==> src/rtl/arm_forward_kinematics_6dof_defines.svh <==
// Assertion macros used by the RTL queue.
// Simulation gets the checks; synthesis sees nothing.
`ifndef ARM_FORWARD_KINEMATICS_6DOF_DEFINES_SVH
`define ARM_FORWARD_KINEMATICS_6DOF_DEFINES_SVH

`ifndef SYNTHESIS

// Check a condition at every clock edge out of reset
`define AFK_ASSERT(lbl, expr) \
	lbl: assert property (@(posedge clk) disable iff (!arst_n) (expr)) \
		else $error("afk6: assertion failed");

// Check that a condition leads to a result in the next cycle
`define AFK_ASSERT_NEXT(lbl, pre, post) \
	lbl: assert property (@(posedge clk) disable iff (!arst_n) (pre) |=> (post)) \
		else $error("afk6: assertion failed");

`else

`define AFK_ASSERT(lbl, expr)
`define AFK_ASSERT_NEXT(lbl, pre, post)

`endif

`endif

==> src/rtl/afk6_pkg.sv <==
`timescale 1ns / 1ps
`default_nettype none
package afk6_pkg;

	// Internal fixed point: Q.28 in a 34-bit signed word
	localparam int QW   = 34;
	localparam int FRAC = 28;
	localparam int JN   = 6;
	localparam int AW   = 16;
	localparam int CW   = 15;
	localparam int OW   = 16;
	localparam int CFG_SHIFT = 14;
	localparam int OUT_SHIFT = 14;

	typedef logic signed [QW-1:0] q_t;

	localparam q_t ONE       = 34'sd268435456;
	localparam q_t HALF_PI   = 34'sd421657428;
	localparam q_t HALF_PI_H = HALF_PI / 2;
	localparam q_t XP_BIAS   = 8 * HALF_PI + HALF_PI_H;

	// Taylor coefficients, truncated
	localparam q_t SIN_K7 = ONE / 5040;
	localparam q_t SIN_K5 = ONE / 120;
	localparam q_t SIN_K3 = ONE / 6;
	localparam q_t COS_K6 = ONE / 720;
	localparam q_t COS_K4 = ONE / 24;
	localparam q_t COS_K2 = ONE / 2;

	// Quadrant count range after biasing the angle
	localparam int KMAX = 15;
	localparam int KW   = 4;

	// Queue between front and back
	localparam int QDEPTH = 4;
	localparam int QPW    = $clog2(QDEPTH);
	localparam int QCW    = $clog2(QDEPTH + 1);

	// Output rounding and clamps
	localparam q_t OUT_RND = 34'sd8192;
	localparam q_t POS_MIN = -34'sd32768;
	localparam q_t POS_MAX = 34'sd32767;
	localparam q_t ROT_MIN = -34'sd16384;
	localparam q_t ROT_MAX = 34'sd16384;

	// Register indexes
	localparam int CIW = 3;
	localparam logic [CIW-1:0] CFG_LINK_A2   = 3'd0;
	localparam logic [CIW-1:0] CFG_LINK_A3   = 3'd1;
	localparam logic [CIW-1:0] CFG_OFFSET_D1 = 3'd2;
	localparam logic [CIW-1:0] CFG_OFFSET_D4 = 3'd3;
	localparam logic [CIW-1:0] CFG_OFFSET_D5 = 3'd4;
	localparam logic [CIW-1:0] CFG_OFFSET_D6 = 3'd5;

	localparam logic signed [CW-1:0] RST_LINK_A2   = -15'sd6963;
	localparam logic signed [CW-1:0] RST_LINK_A3   = -15'sd6426;
	localparam logic signed [CW-1:0] RST_OFFSET_D1 = 15'sd2662;
	localparam logic signed [CW-1:0] RST_OFFSET_D4 = 15'sd2184;
	localparam logic signed [CW-1:0] RST_OFFSET_D5 = 15'sd1633;
	localparam logic signed [CW-1:0] RST_OFFSET_D6 = 15'sd1632;

	localparam logic signed [2*QW-1:0] PRD_HALF = 68'sd134217728;

	typedef struct packed {
		logic signed [AW-1:0] angle_j1;
		logic signed [AW-1:0] angle_j2;
		logic signed [AW-1:0] angle_j3;
		logic signed [AW-1:0] angle_j4;
		logic signed [AW-1:0] angle_j5;
		logic signed [AW-1:0] angle_j6;
	} angles_t;

	typedef struct packed {
		logic signed [OW-1:0] pos_x;
		logic signed [OW-1:0] pos_y;
		logic signed [OW-1:0] pos_z;
		logic signed [OW-1:0] rot_00;
		logic signed [OW-1:0] rot_01;
		logic signed [OW-1:0] rot_02;
		logic signed [OW-1:0] rot_10;
		logic signed [OW-1:0] rot_11;
		logic signed [OW-1:0] rot_12;
		logic signed [OW-1:0] rot_20;
		logic signed [OW-1:0] rot_21;
		logic signed [OW-1:0] rot_22;
	} pose_t;

	// Sine and cosine of all joints, joint one at index 0
	typedef struct packed {
		logic [JN-1:0][QW-1:0] sn;
		logic [JN-1:0][QW-1:0] cs;
	} trig_t;

	typedef struct packed {
		logic signed [CW-1:0] link_a2;
		logic signed [CW-1:0] link_a3;
		logic signed [CW-1:0] offset_d1;
		logic signed [CW-1:0] offset_d4;
		logic signed [CW-1:0] offset_d5;
		logic signed [CW-1:0] offset_d6;
	} cfg_t;

	// Q.28 product, rounded half up with floor shift
	function automatic q_t fmul(input q_t a, input q_t b);
		logic signed [2*QW-1:0] p;
		p = (2*QW)'(a) * (2*QW)'(b) + PRD_HALF;
		return q_t'(p >>> FRAC);
	endfunction

	// Q1.14 register value to Q.28
	function automatic q_t cfg_to_q(input logic signed [CW-1:0] v);
		q_t w;
		w = q_t'(v);
		return w <<< CFG_SHIFT;
	endfunction

endpackage
`default_nettype wire

==> src/rtl/afk6_queue.sv <==
`timescale 1ns / 1ps
`default_nettype none
`include "arm_forward_kinematics_6dof_defines.svh"
module afk6_queue import afk6_pkg::*; (
	input  wire logic  clk,
	input  wire logic  arst_n,
	input  wire logic  push_valid,
	output logic       push_ready,
	input  wire trig_t push_data,
	output logic       pop_valid,
	input  wire logic  pop_ready,
	output trig_t      pop_data
);

	trig_t            mem_q [QDEPTH];
	logic [QPW-1:0]   wr_q;
	logic [QPW-1:0]   rd_q;
	logic [QCW-1:0]   cnt_q;
	logic             push, pop;

	assign push_ready = cnt_q != QCW'(QDEPTH);
	assign pop_valid  = cnt_q != '0;
	assign push       = push_valid && push_ready;
	assign pop        = pop_valid && pop_ready;
	assign pop_data   = mem_q[rd_q];

	// Store incoming beats
	always_ff @(posedge clk) begin
		if (push) begin
			mem_q[wr_q] <= push_data;
		end
	end

	// Advance pointers and fill count
	always_ff @(posedge clk or negedge arst_n) begin
		if (!arst_n) begin
			wr_q  <= '0;
			rd_q  <= '0;
			cnt_q <= '0;
		end else begin
			if (push) begin
				wr_q <= wr_q + 1'b1;
			end
			if (pop) begin
				rd_q <= rd_q + 1'b1;
			end
			if (push && !pop) begin
				cnt_q <= cnt_q + 1'b1;
			end else if (pop && !push) begin
				cnt_q <= cnt_q - 1'b1;
			end
		end
	end

	`AFK_ASSERT(a_cnt_bound, cnt_q <= QCW'(QDEPTH))
	`AFK_ASSERT_NEXT(a_cnt_up, push && !pop, cnt_q == $past(cnt_q) + 1'b1)
	`AFK_ASSERT_NEXT(a_cnt_down, pop && !push, cnt_q == $past(cnt_q) - 1'b1)
	`AFK_ASSERT_NEXT(a_ptr_gap, push || pop, QPW'(wr_q - rd_q) == QPW'(cnt_q))

endmodule
`default_nettype wire

==> config.mk <==
export PLATFORM = sky130hd
export DESIGN_NAME = afk6_queue
export DESIGN_NICKNAME = d
export VERILOG_FILES = /design/src/rtl/afk6_pkg.sv /design/src/rtl/afk6_queue.sv
export VERILOG_INCLUDE_DIRS = /design/src /design/src/rtl
export SDC_FILE = /design/constraint.sdc
export NUM_CORES = 1
export LEC_CHECK = 0
export BUFFER_PORTS_ARGS = -buffer_cell sky130_fd_sc_hd__buf_2
export CAP_MARGIN = 20
export CORE_UTILIZATION = 55
export DETAILED_ROUTE_END_ITERATION = 16
export GPL_TIMING_DRIVEN = 0
export PLACE_DENSITY_LB_ADDON = 0.1
export SLEW_MARGIN = 20
export SYNTH_ARGS = -nofsm -noshare
export SYNTH_HDL_FRONTEND = slang
export SYNTH_SLANG_ARGS = --single-unit
==> constraint.sdc <==
create_clock -name clk -period 12.4 [get_ports clk]
set_input_delay 2.48 -clock clk [delete_from_list [all_inputs] [get_ports clk]]
set_output_delay 2.48 -clock clk [all_outputs]
set_load 0.02 [all_outputs]
-- Yosys cells after proc, flatten, opt, wreduce, memory -nomap -nowiden
Memory sizes are Yosys's and may differ from the RTL's.
Cells that the tools add are included.
- add/sub/neg operators: 4
- $mul: 0
- shift-type cells: 0
- reduce and logical (&&, ||, !) cells: 8
- multiplexer cells: 4
- div/mod/pow operators: 0
- magnitude comparators: 0
- bitwise logic cells: 0
- equality and inequality tests: 1
- operators with widths (operator ; count):
    $mux 3 ; 2
    $add 2x1->2 const B ; 2
    $logic_and 1x1->1 ; 4
    $add 3x1->3 const B ; 1
    $ne 3x3->1 const B ; 1
    $reduce_bool 3->1 ; 1
    $sub 3x1->3 const B ; 1
    $logic_not 1->1 ; 2
    $mux 1 ; 2
    $reduce_bool 2->1 ; 1
- logic and storage cells: 21
- memories kept: 1
- bits in writable memories: 1632
- bits in registers: 7
- bits in latches: 0
- bits in read-only memories: 0
- output and inout port bits: 410
- memory list (memory ; depth ; width ; rd ports ; clocked after Yosys merged registers in ; wr ports ; RTL line ; text):
    mem_q ; 4 ; 408 ; 1 ; 0 ; 1 ; afk6_queue.sv:15 ; trig_t mem_q [QDEPTH];

-- Logic depth before layout (Yosys ltp)
- depth after elaboration: 6
- depth in mapped cells: 8
- gate-level depth less buffers: 8

-- Least setup slack after synthesis
No wires, ideal clock.
- path type: input to register
- start point: in push_valid
- end point: mem mem_q[2][0] (netlist name) (enable)
- stages: 2
- setup time: 0.824 ns
- arrival time: 12.009 ns
- path slack: -0.433 ns
- path buffers: 0
- cell sequence: a21boi_2 -> and2_1
- cells in the longest elaborated chain, start to end: 3
- ends and longest elaborated chain (element ; RTL line ; text):
    from (decl) ; afk6_queue.sv:7 ; input wire logic push_valid,
    $logic_and 1x1->1 ; afk6_queue.sv:23 ; assign push = push_valid && push_ready;
    $mux 1 ; afk6_queue.sv:29 ; if (push) begin
    $mux 1 (not written as such) ; afk6_queue.sv:30 ; mem_q[wr_q] <= push_data;
    to (decl) ; afk6_queue.sv:15 ;
Every way passes these cells.

==> flow_metrics.py <==
metrics = {
    "synthesis": {
        "synth_area_per_cell_sq_um": 27.38,
        "synth_cell_type_count": 20,
        "synth_fp_nets": 2584,
        "ys.warnings.count": 0,
        "ys_ff_latch": 1639,
        "synth_area_leader_cell": "edfxtp_1",
        "synth_cells": 2166,
        "netlist_area_sq_um": 59300,
        "yosysTopAreaCellShare_pct": 82.64,
        "synthTopCellsByArea": "edfxtp_1, mux4_2, buf_6, dfrtp_1, buf_2",
        "yosysSeqAreaShare_pct": 82.94,
    },
    "power": {
        "ir_drop_uv": 180.7,
        "p_per_area_nw_per_um2": 256.6,
        "p_leak_nw": 24.14,
    },
    "clock_network": {
        "cts_sinks": 1639,
        "cts_resized": 0,
        "ctsLongestPathBuffers": 3,
        "cts.clk_slew.worst_paths_ps": 60,
        "cts_hold_buffers": 0,
        "postCtsSetupBuffers": 0,
        "cts_root_buffer": "clkbuf_16",
        "cts_tree": "yes",
        "htreeDepth": 4,
        "cts_buffers": 160,
        "clk-insertion-delay-late_ps": 770,
    },
    "timing": {
        "period_share_pct": 44.55,
        "period_minus_slack_ps": 5524,
        "setup-tns-final_ps": 0,
        "timing.fmax_ghz": 0.1810,
        "final_hold_viol_count": 0,
        "worst_pin_slew_ps": 955.8,
        "rsz0062_at_grt": "false",
        "drv_slew": 0,
        "setup_viol": 0,
        "finClkSkew_ps": 21.37,
        "relSlewSlack_pct": 36.28,
    },
    "worst_setup_path": {
        "cp-end-kind": "output pin",
        "cp_cell_sequence": "buf_2 > buf_1 > mux4_2 > buf_2",
        "crit_slowest_cell": "buf_1",
        "timing_worst_setup_path_type": "reg -> out",
        "crit_path_max_fanout": 10,
        "crit_required_ps": 9920,
        "worstPathArrival_ps": 3040,
        "cp-start-kind": "flip-flop",
        "cp_common_cell": "buf_2",
        "critPathMaxStageDelay_ps": 770,
    },
    "global_routing": {
        "grt_usage_pct": 24.21,
        "grt_overflow": 0,
        "antenna_found_initial": 84,
        "grt_pass1_vias": 28560,
        "grt_pass1_wl_um": 187700,
        "grt_start_max_net_pins": 48,
    },
    "min_path": {
        "hold_path.class": "reg -> reg",
    },
    "drt": {
        "route.vias.total": 27200,
        "viasPerCell": 5.722,
        "drc": 0,
        "firstDrtPassIters": 5,
        "avgRoutedWirePerCell_um": 27.76,
        "first_iter_violations": 1849,
        "ant_nets": 0,
        "drt_wl_total_um": 132000,
    },
    "final_layout": {
        "layout_common_cells": "edfxtp_1, buf_2, mux4_2, clkbuf_16, buf_6",
        "finish.utilization_pct": 66.47,
        "layout-area-overhead-vs-synth_pct": 20.00,
        "nets": 3610,
        "final_common_cell": "edfxtp_1",
        "drive_above_1_share_pct": 46.84,
    },
    "floorplanning": {
        "die_h_um": 330.4,
        "boundaryPins": 822,
        "initial_core_util_pct": 55.40,
        "rows": 120,
        "core_area_sq_um": 107100,
        "die_x_um": 330.4,
        "die-area_sq_um": 109100,
    },
    "place": {
        "hpwlAfterDp_um": 92000,
        "place_congestion": 0.7683,
        "io_buffers": 821,
    },
    "status": {
        "status": "finished clean",
    },
    "job": {
        "max_cap_viol_count": 0,
    },
}
[final timing paths]
kind | endpoint | cells past startpoint | from | slack (ps)
setup / recovery | pop_data[185] | 4 | rd_q[1] | 6880
hold / removal | cnt_q[2] | 1 | cnt_q[2] | 540
setup reg to reg | mem_q[2][8] | 8 | cnt_q[0] | 9230
hold reg to reg | cnt_q[2] | 1 | cnt_q[2] | 540
max in group asynchronous | wr_q[0] | 1 | arst_n | 10670
min in group asynchronous | wr_q[1] | 1 | arst_n | 1560
[layer usage]
layer  global-route usage (%)  up-vias  wire length [um]
li1                         -    11620                 -
met1                    28.32    14250             45940
met2                    40.14      955             67550
met3                    9.031      314             12570
met4                    10.71       66              5502
met5                        0        -               411
[cells by family (layout without fill, tap and decap cells)]
logic type / after synthesis / count (layout) / share of synthesized area [%]
AO/OA/AOI/OAI: 1 / 1 / 0.01899
XOR/XNOR: 6 / 6 / 0.08861
adder cells (fa/ha/maj): 6 / 6 / 0.1393
buffers and inverters: 94 / 1235 / 1.198
flip-flops: 1639 / 1639 / 82.94
multiplexers: 410 / 410 / 15.53
other: 0 / 44 / 0
AND/OR/NAND/NOR: 10 / 10 / 0.08651
[cells in the mapped netlist (all sizes together)]
| master | number |
|---|---|
| a21boi | 1 |
| clkbuf | 12 |
| fa | 1 |
| edfxtp | 1632 |
| inv | 3 |
| nand2 | 2 |
| ha | 5 |
| mux4 | 408 |
| or3 | 1 |
| nand3 | 1 |
| xnor2 | 4 |
| and2 | 4 |
| mux2 | 2 |
| dfrtp | 7 |
| xor2 | 2 |
| buf | 79 |
| nor2 | 2 |
[worst max-delay path: cells and delay by family (launching register included)]
kind                   cells  cell delay [ps]
buffers and inverters      3             1410
multiplexers               1              430
flip-flops                 1              450
[sequential cells by signal (all words and copies together), names as in the netlist]
| name | flops |
|---|---|
| cnt_q | 3 |
| mem_q | 1632 |
| rd_q | 2 |
| wr_q | 2 |
[metrics by stage]
stage          worst slack (ps)  hold slack [ps]  cell area [sq um]  cells  power [mW]
6_report                   6876            540.7              71160   4754       18.26
5_1_grt                    6705            546.9              71100   4730       18.97
4_1_cts                    6715            540.0              71050   4710       18.49
3_5_place_dp               7120            532.4              66170   4433       13.96
3_3_place_gp              -7819            516.8              65170   4390       14.25
2_1_floorplan            -432.3            492.6              59310   2166       11.83
[power by group]
group	switching [mW]	total (mW)	internal [mW]
registers	0.211	7.51	7.30
clock network	1.95	4.53	2.58
logic	3.82	6.22	2.40
total	5.98	18.3	12.3
[area by class of cell]
class                      instances  area (sq um)
antenna                           44         110.1
buffer                            91         699.4
clock buffer                     194          4217
clock inverter                    83         663.1
fill                            6818         35890
inverter                           3         11.26
multi-input combinational        433          9419
sequential                      1639         49180
tap                             1403          1755
timing repair buffer             864          5105
Power figures use the tool's default switching activity.
